$ cat src/design/boxavg_pkg.sv
// Shared types and constants for the box-average image downscaler.
// Holds field widths, register reset values, register indexes and flag structs.
// No dependencies.
package boxavg_pkg;

    // Pixel and stream field widths.
    localparam int PIX_W   = 16;
    localparam int NUM_CH  = 3;
    localparam int DATA_W  = PIX_W * NUM_CH;

    // Configuration register widths and port widths.
    localparam int SCALE_W    = 4;
    localparam int WIDTH_W    = 13;
    localparam int CFG_IDX_W  = 8;
    localparam int CFG_DATA_W = 16;

    // Defaults for the size parameters of the top level.
    localparam int DEF_MAX_WIDTH = 4096;
    localparam int DEF_MAX_SCALE = 8;

    // Register values after reset.
    localparam logic [SCALE_W-1:0] RST_SCALE = SCALE_W'(1);
    localparam logic [WIDTH_W-1:0] RST_WIDTH = WIDTH_W'(4096);

    // Configuration register indexes.
    typedef enum logic [CFG_IDX_W-1:0] {
        REG_SCALE_FACTOR = 8'd0,
        REG_IMAGE_WIDTH  = 8'd1
    } cfg_reg_t;

    // Per-pixel position flags handed from the position tracker to the accumulator.
    typedef struct packed {
        logic first;    // first pixel of its block: overwrite the running sum
        logic last;     // last pixel of its block: the block mean is due
        logic fits;     // the pixel lies in a complete block of the row
        logic row_end;  // the block is the last complete block of its row
    } pos_flags_t;

endpackage

$ cat src/design/boxavg_div.sv
// Mean stage of the box-average downscaler: divides block sums by the block
// area through a reciprocal multiply, then holds the result. Depends on boxavg_pkg.
module boxavg_div
    import boxavg_pkg::*;
#(
    parameter  int MAX_SCALE = DEF_MAX_SCALE,
    localparam int SUM_W     = PIX_W + 2 * $clog2(MAX_SCALE),
    localparam int SW        = $clog2(MAX_SCALE + 1)
)
(
    input  logic              clk,
    input  logic              rst_n,
    input  logic              in_valid,
    output logic              in_ready,
    input  logic [SUM_W-1:0]  sum_red,
    input  logic [SUM_W-1:0]  sum_green,
    input  logic [SUM_W-1:0]  sum_blue,
    input  logic              in_row_end,
    input  logic [SW-1:0]     scale,
    output logic              m_axis_tvalid,
    input  logic              m_axis_tready,
    output logic [DATA_W-1:0] m_axis_tdata,
    output logic              m_axis_tlast
);

    // With m = ceil(2^K / area) and K = SUM_W + 2*log2(MAX_SCALE), the product
    // shifted down by K is the exact truncated quotient for every sum.
    localparam int LOG_S  = $clog2(MAX_SCALE);
    localparam int BW     = (LOG_S > 0) ? LOG_S : 1;
    localparam int K      = SUM_W + 2 * LOG_S;
    localparam int M_W    = K + 1;
    localparam int PROD_W = SUM_W + M_W;

    logic [M_W-1:0]   recip_tab [MAX_SCALE];

    for (genvar g = 0; g < MAX_SCALE; g++)
    begin : g_recip
        localparam longint unsigned AREA  = longint'((g + 1) * (g + 1));
        localparam longint unsigned RECIP = ((64'd1 << K) + AREA - 64'd1) / AREA;
        assign recip_tab[g] = RECIP[M_W-1:0];
    end

    logic              s2_valid_reg;
    logic [SUM_W-1:0]  s2_red_reg;
    logic [SUM_W-1:0]  s2_green_reg;
    logic [SUM_W-1:0]  s2_blue_reg;
    logic              s2_row_end_reg;
    logic [M_W-1:0]    recip_reg;

    logic              out_valid_reg;
    logic [DATA_W-1:0] out_data_reg;
    logic              out_last_reg;

    logic              out_free;
    logic              s2_free;
    logic [BW-1:0]     scale_idx;
    logic [PROD_W-1:0] prod_red;
    logic [PROD_W-1:0] prod_green;
    logic [PROD_W-1:0] prod_blue;

    assign out_free  = !out_valid_reg || m_axis_tready;
    assign s2_free   = !s2_valid_reg || out_free;
    assign in_ready  = s2_free;
    assign scale_idx = BW'(scale - SW'(1));

    assign prod_red   = PROD_W'(s2_red_reg)   * PROD_W'(recip_reg);
    assign prod_green = PROD_W'(s2_green_reg) * PROD_W'(recip_reg);
    assign prod_blue  = PROD_W'(s2_blue_reg)  * PROD_W'(recip_reg);

    always_ff @(posedge clk or negedge rst_n)
    begin
        if (!rst_n)
        begin
            s2_valid_reg  <= 1'b0;
            out_valid_reg <= 1'b0;
        end
        else
        begin
            if (s2_free)
                s2_valid_reg <= in_valid;
            if (out_free)
                out_valid_reg <= s2_valid_reg;
        end
    end

    always_ff @(posedge clk)
    begin
        if (in_valid && s2_free)
        begin
            s2_red_reg     <= sum_red;
            s2_green_reg   <= sum_green;
            s2_blue_reg    <= sum_blue;
            s2_row_end_reg <= in_row_end;
            recip_reg      <= recip_tab[scale_idx];
        end
        if (s2_valid_reg && out_free)
        begin
            out_data_reg <= {prod_blue[K +: PIX_W], prod_green[K +: PIX_W],
                             prod_red[K +: PIX_W]};
            out_last_reg <= s2_row_end_reg;
        end
    end

    assign m_axis_tvalid = out_valid_reg;
    assign m_axis_tdata  = out_data_reg;
    assign m_axis_tlast  = out_last_reg;

endmodule

$ cat config.mk
export PLATFORM = sky130hd
export DESIGN_NAME = boxavg_div
export DESIGN_NICKNAME = d
export VERILOG_FILES = /design/src/design/boxavg_pkg.sv /design/src/design/boxavg_div.sv
export SDC_FILE = /design/constraint.sdc
export NUM_CORES = 2
export LEC_CHECK = 0
export ABC_AREA = 1
export BUFFER_PORTS_ARGS = -buffer_cell sky130_fd_sc_hd__buf_2
export CAP_MARGIN = 40
export CORE_ASPECT_RATIO = 0.5
export CORE_MARGIN = 8
export CORE_UTILIZATION = 60
export CTS_BUF_LIST = sky130_fd_sc_hd__clkbuf_8
export DETAILED_ROUTE_END_ITERATION = 16
export GPL_TIMING_DRIVEN = 0
export PLACE_DENSITY = 0.77
export RECOVER_POWER = 25
export SETUP_SLACK_MARGIN = 0.02
export SYNTH_ARGS = -nofsm -noshare
export SYNTH_HDL_FRONTEND = slang
export SYNTH_SLANG_ARGS = --single-unit
export TNS_END_PERCENT = 30
$ cat constraint.sdc
create_clock -name clk -period 13.05 [get_ports clk]
set_input_delay 3.915 -clock clk [delete_from_list [all_inputs] [get_ports clk]]
set_output_delay 3.915 -clock clk [all_outputs]
set_load 0.03 [all_outputs]
==> metrics.log <==
INFO  metric ys_dominant_reg_cell = sky130_fd_sc_hd__edfxtp_1
INFO  metric maxClockFrequency = 0.120 GHz
INFO  metric post-synth-top-area-cell = sky130_fd_sc_hd__fa_1
INFO  metric synth_adder_area_share = 60.3%
INFO  metric worst_r2r_path_depth = 26
INFO  metric clkSlewWorstSetupHoldPaths = 0.09 ns
INFO  metric post_place_instance_area = 58500 µm²
INFO  metric timing.critical_path.from_type = input pin
INFO  metric cts.root.buffer_cell = sky130_fd_sc_hd__clkbuf_8
INFO  metric cts_repair_resize_count = 0
INFO  metric setup-violations-final = 0
INFO  metric drc_errors = 0
INFO  metric die_x = 445 µm
INFO  metric detail_route.wl_per_cell = 23.5 µm
INFO  metric hold-worst-slack = 0.437 ns
INFO  metric crit_fanout = 3
INFO  metric status = complete, but fails checks
INFO  metric finalMaxSlewViolations = 16
INFO  metric postSynth.asyncResetShare = 1.52%
INFO  metric cp.required = 9.13 ns
INFO  metric whs_endpoint = m_axis_tlast$_DFFE_PP_
INFO  metric timing.final.ws_setup = 4.74 ns
INFO  metric timing.final.crit_share = 63.7%
INFO  metric number_of_antenna_violations_at_the_first_check_in_global_routing = 12
INFO  metric routabilityCongestion = 1.09
INFO  metric finish.instance_area = 59000 µm²
INFO  metric number_of_synthesized_flops_with_an_enable_pin = 130
INFO  metric failed_checks = max-capacitance violations, max-slew violations
INFO  metric reg2reg_end = m_axis_tdata[29]$_DFFE_PP_
INFO  metric simple_gate_share_of_the_synthesized_area = 12.3%
INFO  metric post_drt_via_cell_ratio = 5.49
INFO  metric synthToLayoutAreaGrowth = 6.62%
INFO  metric compound_cell_area_share_of_the_yosys_netlist = 3.41%
INFO  metric design.core.area = 91000 µm²
INFO  metric number_of_clock_buffers_inserted_by_tritoncts = 17
INFO  metric io_pins = 126
INFO  metric first_global_vias = 46200
INFO  metric post_synth_most_frequent_cells = sky130_fd_sc_hd__inv_1 (2199), sky130_fd_sc_hd__nand2_1 (1355), sky130_fd_sc_hd__fa_1 (1310)
INFO  metric max_cap_violations = 1
INFO  metric cts_tree = done
INFO  metric timing.slew.headroom = -42.7%
INFO  metric seq_area_frac_synth = 7.15%
INFO  metric reg2reg_setup_slack = 4.88 ns
INFO  metric synth_largest_type_area_fraction = 47.4%
INFO  metric dr.first_iter.drc_count = 4641
INFO  metric ys_seq_elements = 132
INFO  metric synth.most_common_cell = sky130_fd_sc_hd__inv_1
INFO  metric synth.area.top_cells = sky130_fd_sc_hd__fa_1 (47%), sky130_fd_sc_hd__inv_1 (15%), sky130_fd_sc_hd__ha_1 (13%)
INFO  metric largest_reg_flops = 48
INFO  metric grt_setup_unrepaired = false
INFO  metric drt-pass1-iter-count = 9
INFO  metric cts_post_setup_buffers_inserted = 0
INFO  metric die_y = 231 µm
INFO  metric hold_path_depth = 0
INFO  metric critPathCaptureType = output pin
INFO  metric synth_cell_type_count = 38
INFO  metric groute.usage.overall = 37.3%
INFO  metric post_synthesis_net_count = 8454
INFO  metric start_util = 60.8%
INFO  metric largest_family_of_logic_cells_by_synthesized_area = adder cells
INFO  metric tns = 0 ns
INFO  metric dp.final_hpwl = 167000 µm
INFO  metric rows = 78
INFO  metric synthCells = 6502
INFO  metric synth.mux.area_fraction = 0%
INFO  metric postSynthAreaPerCell = 8.51 µm²
INFO  metric arrival_time_at_the_worst_endpoint = 4.39 ns
INFO  metric layout.nets = 8666
INFO  metric detailedPlace.worstSlack = 4.68 ns
INFO  metric fin_skew = 0.0333 ns
INFO  metric wl = 187000 µm
INFO  metric yosysWarningCount = 0
INFO  metric h-tree-depth = 4
INFO  metric cts.sink_count = 132
INFO  metric finalHoldViolations = 0
INFO  metric hp-start = s2_row_end_reg$_DFFE_PP_
INFO  metric synthXorXnorAreaFrac = 0.776%
INFO  metric layout_min_cycle_time = 8.31 ns
INFO  metric grt_start_max_net_pins = 46
INFO  metric num_vias = 43800
INFO  metric synth_area = 55300 µm²
INFO  metric clock_path_buffers = 2
INFO  metric detail-route-antenna-nets = 0
INFO  metric floorplan.die_area = 103000 µm²
INFO  metric n_fill_cell = 7863
INFO  metric worst_pin_slew = 2.14 ns
INFO  metric hold_buffers = 0
INFO  metric holdCritPathClass = register to register
INFO  metric grt.overflow.total = 0
INFO  metric share_of_layout_cells_above_drive_strength_1 = 3.75%
INFO  metric io_buffers = 124
INFO  metric criticalPathCategory = input pin to output pin
INFO  metric grt_first_pass_wirelength = 282000 µm
INFO  metric reg2reg_from = recip_reg[15]$_SDFFCE_PP0P_
INFO  metric clk_latency_worst_skew_pair = 0.65 ns
## placed cells by master (no fill, tap or decap), drive strengths merged, types with 3 or more instances in the layout
| cell type | count |
|---|---|
| xnor2 | 17 |
| o211ai | 3 |
| and2 | 4 |
| fa | 1310 |
| clkbuf | 131 |
| nor2 | 222 |
| nand4 | 44 |
| o21bai | 25 |
| bufinv | 4 |
| buf | 240 |
| o21a | 3 |
| ha | 567 |
| inv | 2207 |
| diode | 14 |
| clkinvlp | 3 |
| xor2 | 32 |
| a21oi | 171 |
| o21ai | 114 |
| edfxtp | 130 |
| nand2 | 1360 |
| a21boi | 6 |
| a21o | 22 |
| nor4 | 7 |
| nand3 | 72 |
| nor3 | 24 |
## critical path, cell delays in order
cell and delay (ns):
sky130_fd_sc_hd__buf_2 0.09, sky130_fd_sc_hd__inv_1 0.07, sky130_fd_sc_hd__nand3_1 0.11, sky130_fd_sc_hd__buf_2 0.20
## logic make-up after synthesis
family | after synthesis
xor gates and xnor gates | 49
AOI/OAI and AO/OA | 345
DFF | 132
adders and majority gates | 1877
buffers and inverters | 2361
and+or+nand+nor | 1738
## layout make-up
cell class                      instances  area, µm²  share of cell area, %
Clock buffer                           17        234                  0.397
Timing Repair Buffer                  193       1620                   2.74
Multi-Input combinational cell       4009      42500                   72.0
Sequential cell                       132       3950                   6.71
Inverter                             2200       8260                   14.0
Antenna cell                           14       35.0                 0.0594
Clock inverter                         15        215                  0.365
Buffer                                161        638                   1.08
Tap cell                             1240       1550                   2.63
## per-layer routing
metal	wire length [µm]	part of all wire (%)	GRT usage (%)
met5	103	0.055	0
met4	11000	5.9	18.2
met3	26000	14	13.8
met2	81300	43	56.9
met1	68800	37	47.1
## per-stage QoR
stage	util (%)	cells
2_1_floorplan	-	6502
3_3_place_gp	63.2	7866
3_5_place_dp	64.3	7935
4_1_cts	64.8	7967
5_1_grt	64.8	7968
6_report	64.8	7981
## worst max-delay path by stage
stage,startpoint,to,slack (ns)
after floorplan,m_axis_tready,in_ready,4.88
after global placement,m_axis_tready,m_axis_tdata[15]$_DFFE_PP_,3.91
after detailed placement,m_axis_tready,in_ready,4.68
after CTS,m_axis_tready,in_ready,4.68
after global routing,recip_reg[15]$_SDFFCE_PP0P_,m_axis_tdata[31]$_DFFE_PP_,4.68
final,m_axis_tready,in_ready,4.74
Power is not shown: default switching activity piles up to over one toggle a cycle in this logic, so the estimate is an artifact.
