$ cat src/design/boxavg_pkg.sv
// Shared types and constants for the box-average image downscaler.
// Holds field widths, register reset values, register indexes and flag structs.
// No dependencies.
package boxavg_pkg;

    // Pixel and stream field widths.
    localparam int PIX_W   = 16;
    localparam int NUM_CH  = 3;
    localparam int DATA_W  = PIX_W * NUM_CH;

    // Configuration register widths and port widths.
    localparam int SCALE_W    = 4;
    localparam int WIDTH_W    = 13;
    localparam int CFG_IDX_W  = 8;
    localparam int CFG_DATA_W = 16;

    // Defaults for the size parameters of the top level.
    localparam int DEF_MAX_WIDTH = 4096;
    localparam int DEF_MAX_SCALE = 8;

    // Register values after reset.
    localparam logic [SCALE_W-1:0] RST_SCALE = SCALE_W'(1);
    localparam logic [WIDTH_W-1:0] RST_WIDTH = WIDTH_W'(4096);

    // Configuration register indexes.
    typedef enum logic [CFG_IDX_W-1:0] {
        REG_SCALE_FACTOR = 8'd0,
        REG_IMAGE_WIDTH  = 8'd1
    } cfg_reg_t;

    // Per-pixel position flags handed from the position tracker to the accumulator.
    typedef struct packed {
        logic first;    // first pixel of its block: overwrite the running sum
        logic last;     // last pixel of its block: the block mean is due
        logic fits;     // the pixel lies in a complete block of the row
        logic row_end;  // the block is the last complete block of its row
    } pos_flags_t;

endpackage

$ cat src/design/boxavg_pos.sv
// Position tracker of the box-average downscaler: configuration registers,
// raster counters and per-pixel block flags. Depends on boxavg_pkg.
module boxavg_pos
    import boxavg_pkg::*;
#(
    parameter  int MAX_WIDTH = DEF_MAX_WIDTH,
    parameter  int MAX_SCALE = DEF_MAX_SCALE,
    localparam int AW        = $clog2(MAX_WIDTH),
    localparam int SW        = $clog2(MAX_SCALE + 1)
)
(
    input  logic                  clk,
    input  logic                  rst_n,
    input  logic                  cfg_write,
    input  logic [CFG_IDX_W-1:0]  cfg_index,
    input  logic [CFG_DATA_W-1:0] cfg_data,
    input  logic                  accept,
    input  logic                  sof,
    output logic [AW-1:0]         addr,
    output pos_flags_t            flags,
    output logic [SW-1:0]         scale_eff
);

    localparam int CW  = $clog2(MAX_WIDTH + 1);
    localparam int BW  = $clog2(MAX_SCALE);
    localparam int SXW = ((SW > SCALE_W) ? SW : SCALE_W) + 1;
    localparam int WXW = ((CW > WIDTH_W) ? CW : WIDTH_W) + 1;

    logic [SCALE_W-1:0] scale_reg;
    logic [WIDTH_W-1:0] width_reg;
    logic [AW-1:0]      cp_reg, cp_next;
    logic [BW-1:0]      rib_reg, rib_next;
    logic [BW-1:0]      cib_reg, cib_next;
    logic [AW-1:0]      oc_reg, oc_next;

    logic [CW-1:0]      width_eff;
    logic [AW-1:0]      cp_cur;
    logic [BW-1:0]      rib_cur;
    logic [BW-1:0]      cib_cur;
    logic [AW-1:0]      oc_cur;
    logic [CW:0]        block_last_col;
    logic [CW:0]        next_block_end;
    logic [SW-1:0]      cib_inc;
    logic [SW-1:0]      rib_inc;
    logic [CW-1:0]      cp_inc;
    logic               cfg_hit;

    // Out-of-range register values are clamped.
    always_comb
    begin
        if (scale_reg == '0)
            scale_eff = SW'(1);
        else if (SXW'(scale_reg) > SXW'(MAX_SCALE))
            scale_eff = SW'(MAX_SCALE);
        else
            scale_eff = SW'(scale_reg);

        if (width_reg == '0)
            width_eff = CW'(1);
        else if (WXW'(width_reg) > WXW'(MAX_WIDTH))
            width_eff = CW'(MAX_WIDTH);
        else
            width_eff = CW'(width_reg);
    end

    // A start-of-frame pixel is placed as if the counters were already clear.
    assign cp_cur  = sof ? '0 : cp_reg;
    assign rib_cur = sof ? '0 : rib_reg;
    assign cib_cur = sof ? '0 : cib_reg;
    assign oc_cur  = sof ? '0 : oc_reg;

    // The block fits when its last column lies inside the row.
    assign block_last_col = (CW + 1)'(cp_cur) + (CW + 1)'(scale_eff)
                          - (CW + 1)'(1) - (CW + 1)'(cib_cur);
    assign next_block_end = (CW + 1)'(cp_cur) + (CW + 1)'(scale_eff);

    always_comb
    begin
        flags.first   = (rib_cur == '0) && (cib_cur == '0);
        flags.last    = (SW'(rib_cur) == scale_eff - SW'(1))
                     && (SW'(cib_cur) == scale_eff - SW'(1));
        flags.fits    = block_last_col < (CW + 1)'(width_eff);
        // Only consulted on a block's last pixel, where the next block would
        // end s columns further on.
        flags.row_end = next_block_end >= (CW + 1)'(width_eff);
    end

    assign addr = oc_cur;

    always_comb
    begin
        cib_inc  = SW'(cib_cur) + SW'(1);
        rib_inc  = SW'(rib_cur) + SW'(1);
        cp_inc   = CW'(cp_cur) + CW'(1);
        cib_next = cib_reg;
        rib_next = rib_reg;
        cp_next  = cp_reg;
        oc_next  = oc_reg;
        if (accept)
        begin
            if (cib_inc >= scale_eff)
            begin
                cib_next = '0;
                oc_next  = oc_cur + AW'(1);
            end
            else
            begin
                cib_next = BW'(cib_inc);
                oc_next  = oc_cur;
            end
            rib_next = rib_cur;
            cp_next  = AW'(cp_inc);
            if (cp_inc >= width_eff)
            begin
                cp_next  = '0;
                cib_next = '0;
                oc_next  = '0;
                rib_next = (rib_inc >= scale_eff) ? '0 : BW'(rib_inc);
            end
        end
    end

    assign cfg_hit = cfg_write
                  && ((cfg_index == REG_SCALE_FACTOR) || (cfg_index == REG_IMAGE_WIDTH));

    always_ff @(posedge clk or negedge rst_n)
    begin
        if (!rst_n)
        begin
            scale_reg <= RST_SCALE;
            width_reg <= RST_WIDTH;
            cp_reg    <= '0;
            rib_reg   <= '0;
            cib_reg   <= '0;
            oc_reg    <= '0;
        end
        else if (cfg_hit)
        begin
            // Any valid register write starts a new frame.
            unique case (cfg_index)
                REG_SCALE_FACTOR: scale_reg <= cfg_data[SCALE_W-1:0];
                REG_IMAGE_WIDTH:  width_reg <= cfg_data[WIDTH_W-1:0];
                default:          scale_reg <= scale_reg;
            endcase
            cp_reg  <= '0;
            rib_reg <= '0;
            cib_reg <= '0;
            oc_reg  <= '0;
        end
        else
        begin
            cp_reg  <= cp_next;
            rib_reg <= rib_next;
            cib_reg <= cib_next;
            oc_reg  <= oc_next;
        end
    end

    assert property (@(posedge clk) disable iff (!rst_n) SW'(cib_reg) < scale_eff)
        else $error("column within block reached the scale factor");

    assert property (@(posedge clk) disable iff (!rst_n) SW'(rib_reg) < scale_eff)
        else $error("row within block reached the scale factor");

    assert property (@(posedge clk) disable iff (!rst_n) CW'(cp_reg) < width_eff)
        else $error("column position reached the image width");

endmodule

$ cat config.mk
export PLATFORM = sky130hd
export DESIGN_NAME = boxavg_pos
export DESIGN_NICKNAME = d
export VERILOG_FILES = /design/src/design/boxavg_pkg.sv /design/src/design/boxavg_pos.sv
export SDC_FILE = /design/constraint.sdc
export NUM_CORES = 1
export LEC_CHECK = 0
export ABC_AREA = 1
export BUFFER_PORTS_ARGS = -buffer_cell sky130_fd_sc_hd__buf_4
export CAP_MARGIN = 15
export CORE_ASPECT_RATIO = 0.75
export CORE_MARGIN = 2
export CORE_UTILIZATION = 25
export DETAILED_ROUTE_END_ITERATION = 10
export SETUP_SLACK_MARGIN = 0.4
export SLEW_MARGIN = 20
export SYNTH_ARGS = -nofsm -noshare
export SYNTH_HDL_FRONTEND = slang
export SYNTH_SLANG_ARGS = --single-unit
$ cat constraint.sdc
create_clock -name clk -period 5.15 [get_ports clk]
set_clock_uncertainty 0.1 [all_clocks]
set_input_delay 0.2575 -clock clk [delete_from_list [all_inputs] [get_ports clk]]
set_output_delay 0.2575 -clock clk [all_outputs]
set_load 0.05 [all_outputs]
==> out/results.tsv <==
stage	metric	value	unit
critical_path	r2r_slack	1.25	ns
route	wl	11870	um
floorplanning	initial_core_util	0.2580	
clock_network	clock_latency	0.31	ns
clock_network	cts_root_buf	clkbuf_16	
route	dr.pass1.iters	5	
timing	fin_setup_tns	0	ns
placed_design	numPortBuffers	45	
synth	seq_area_frac_synth	0.2557	
placed_design	gp_congestion	0.8400	
synth	synth_area_leaders	dfrtp_1, ha_1, nand2_1	
worst_hold_path	worstHoldPathCells	2	
synth	ys_async_sr_fraction	1.000	
critical_path	r2r_start	cp_reg[1]	
global_routing	antenna_found_initial	0	
critical_path	r2r_cells	16	
timing	fin_crit	4.547	ns
placed_design	hpwl	9369	um
critical_path	r2r_end	oc_reg[11]	
clock_network	tritoncts	built	
finish	finalNetCount	758	
worst_hold_path	min_from	cfg_data[7]	
synth	syn_area	0.004609	mm2
timing	rsz0062_at_grt	true	
clock_network	path_clk_slew	0.08	ns
finish	seq_area	0.001180	mm2
critical_path	worstPathArrival	4.19	ns
timing	fin_crit_sh	0.8829	
synth	syn_area_per_cell	7.483	um2
finish	final_layout_size_suffix_gt1_frac	0.2063	
route	vias_per_cell	4.502	
timing	fmax	219.9	MHz
global_routing	grt_pass1_wl	20590	um
synth	synth_seq_cells	47	
critical_path	required	4.79	ns
global_routing	grt_pass1_vias	4204	
floorplanning	num_rows	42	
flow_run	cap_violations	0	
route	ant_nets	0	
synth	ys_top_cells_by_count	nand2_1, inv_1, nor2_1, ha_1, dfrtp_1	
placed_design	dp.cells	895	
finish	fill_cells	1974	
outcome	status	finished clean	
finish	multi_input_area	0.003037	mm2
floorplanning	die_area	0.01955	mm2
clock_network	h-tree-depth	2	
synth	syn_nets	706	
finish	synthToLayoutAreaGrowth	19.65	%
global_routing	grt_max_degree	48	
synth	synth-edff-count	0	
pwr	irDropWorstVdd	223.1	uV
pwr	p_leak	2.743	nW
worst_hold_path	holdPathEnd	width_reg[7]	
route	drc	0	
timing	hold_viol	0	
finish	largest_reg_flops	13	
global_routing	track_usage	0.1309	
floorplanning	die_w	160.8	um
synth	syn_inst	616	
synth	netlist.area_leader.share	0.2443	
floorplanning	placeableCoreArea	0.01787	mm2
critical_path	critical_path_class	flop to output pin	
pwr	power_density	313.2	mW/mm2
route	vias	4101	
critical_path	critical_path.max_fanout	3	
floorplanning	fp.dieH	121.6	um
synth	synth_cell_types	55	
finish	fin_cells	911	
synth	synth.most_common_cell	nand2_1	
finish	antenna_cells	0	
floorplanning	num_io_pins	49	
synth	yosys_warnings	0	
worst_hold_path	min_path_type	input pin to flop	
pwr	finalPower	1.727	mW
route	drtIter0Drc	249	
timing	slew_headroom	0.4322	
clock_network	clk_path_buf_depth	2	
global_routing	grt_overflow_total	0	
timing	worstMarginPinSlew	0.8508	ns
route	wire_per_inst	13.03	um
synth	yosysTopAreaCell	dfrtp_1	
clock_network	cts_inserted_buffers	5	
critical_path	start_kind	flop	
timing	finalSetupViolations	0	
critical_path	endpoint_kind	output pin	
timing	slew_viol_final	0	
synth	ys.flop_type	dfrtp_1	
clock_network	cts.sinks	47	
cell type report:
cell class / instances / share of cell area
Clock inverter: 3 / 0.008394
Tap cell: 242 / 0.05490
Timing Repair Buffer: 56 / 0.07736
Multi-Input combinational cell: 454 / 0.5506
Inverter: 104 / 0.07214
Clock buffer: 5 / 0.02269
Sequential cell: 47 / 0.2139
metrics by stage:
step           cell area, um2  hold slack, ns  utilization  setup WS, ns
6_report                 5515         0.07827       0.3087        0.6033
5_1_grt                  5515         0.07723       0.3087        0.2947
4_1_cts                  5400         0.07360       0.3022        0.4303
3_5_place_dp             5207          0.2409       0.2915        0.6464
3_3_place_gp             5207          0.2398       0.2915        0.6664
2_1_floorplan            4618         -0.1381            -        0.5210
worst max path at each step:
stage / from / end / depth (start not counted)
after floorplan: scale_reg[0] / flags[1] / 22
after global placement: scale_reg[0] / flags[1] / 22
after detailed placement: scale_reg[0] / flags[1] / 22
after CTS: scale_reg[0] / flags[1] / 22
after global routing: scale_reg[2] / flags[1] / 24
final: scale_reg[0] / flags[1] / 23
worst max-delay path: stages (launching register included):
cell	delay, ns
dfstp_2	0.54
inv_2	0.04
a21oi_4	0.17
ha_4	0.17
inv_2	0.04
fa_1	0.52
inv_2	0.06
ha_4	0.20
a21o_1	0.20
a21oi_2	0.21
nand2_2	0.10
nor2_4	0.14
nand3_2	0.09
nor2_2	0.13
nand2_2	0.07
nor2_2	0.12
xor2_1	0.17
ha_1	0.26
a21oi_1	0.15
o211ai_1	0.11
inv_1	0.06
nand2_1	0.05
nor2_2	0.13
buf_6	0.17
logic make-up after synthesis:
kind of cell,Yosys count,synth area share
AND/OR/NAND/NOR,257,0.2685
flip-flops,47,0.2557
adder cells (fa/ha/maj),61,0.1688
buffers and inverters,115,0.1023
multiplexers,9,0.02199
AO/OA/AOI/OAI,101,0.1276
XOR/XNOR,26,0.05510
metal layers:
metal	up-vias	part of all wire	GRT usage
li1	2129	-	-
met1	1890	0.53	0.1907
met2	72	0.42	0.2037
met3	10	0.038	0.01702
met4	0	0.012	0.03627
met5	-	0	0
repair_timing:
action,CTS,global route
buffers inserted,0,7
endpoints found under the hold margin,45,0
pin swaps,0,12
hold buffers,1,0
setup endpoints to repair,1,1
resized for setup,2,18
cells in the final DEF (no fill, tap or decap), types with 11 or more instances in the layout:
master and count:
xor2_1 18, a21oi_1 28, buf_4 54, nand2_2 11, ha_1 57, o22ai_1 12
nand2_1 109, nor2_1 57, dfrtp_1 44, o21ai_0 35, inv_1 95, nand3_1 25
power by group:
part           leakage, nW  total, mW  internal (mW)  switching, mW
Sequential           0.639      0.408          0.396         0.0115
Clock               0.0804      0.401          0.232          0.169
Combinational         2.02      0.919          0.359          0.560
Power figures use the tool's default switching activity.
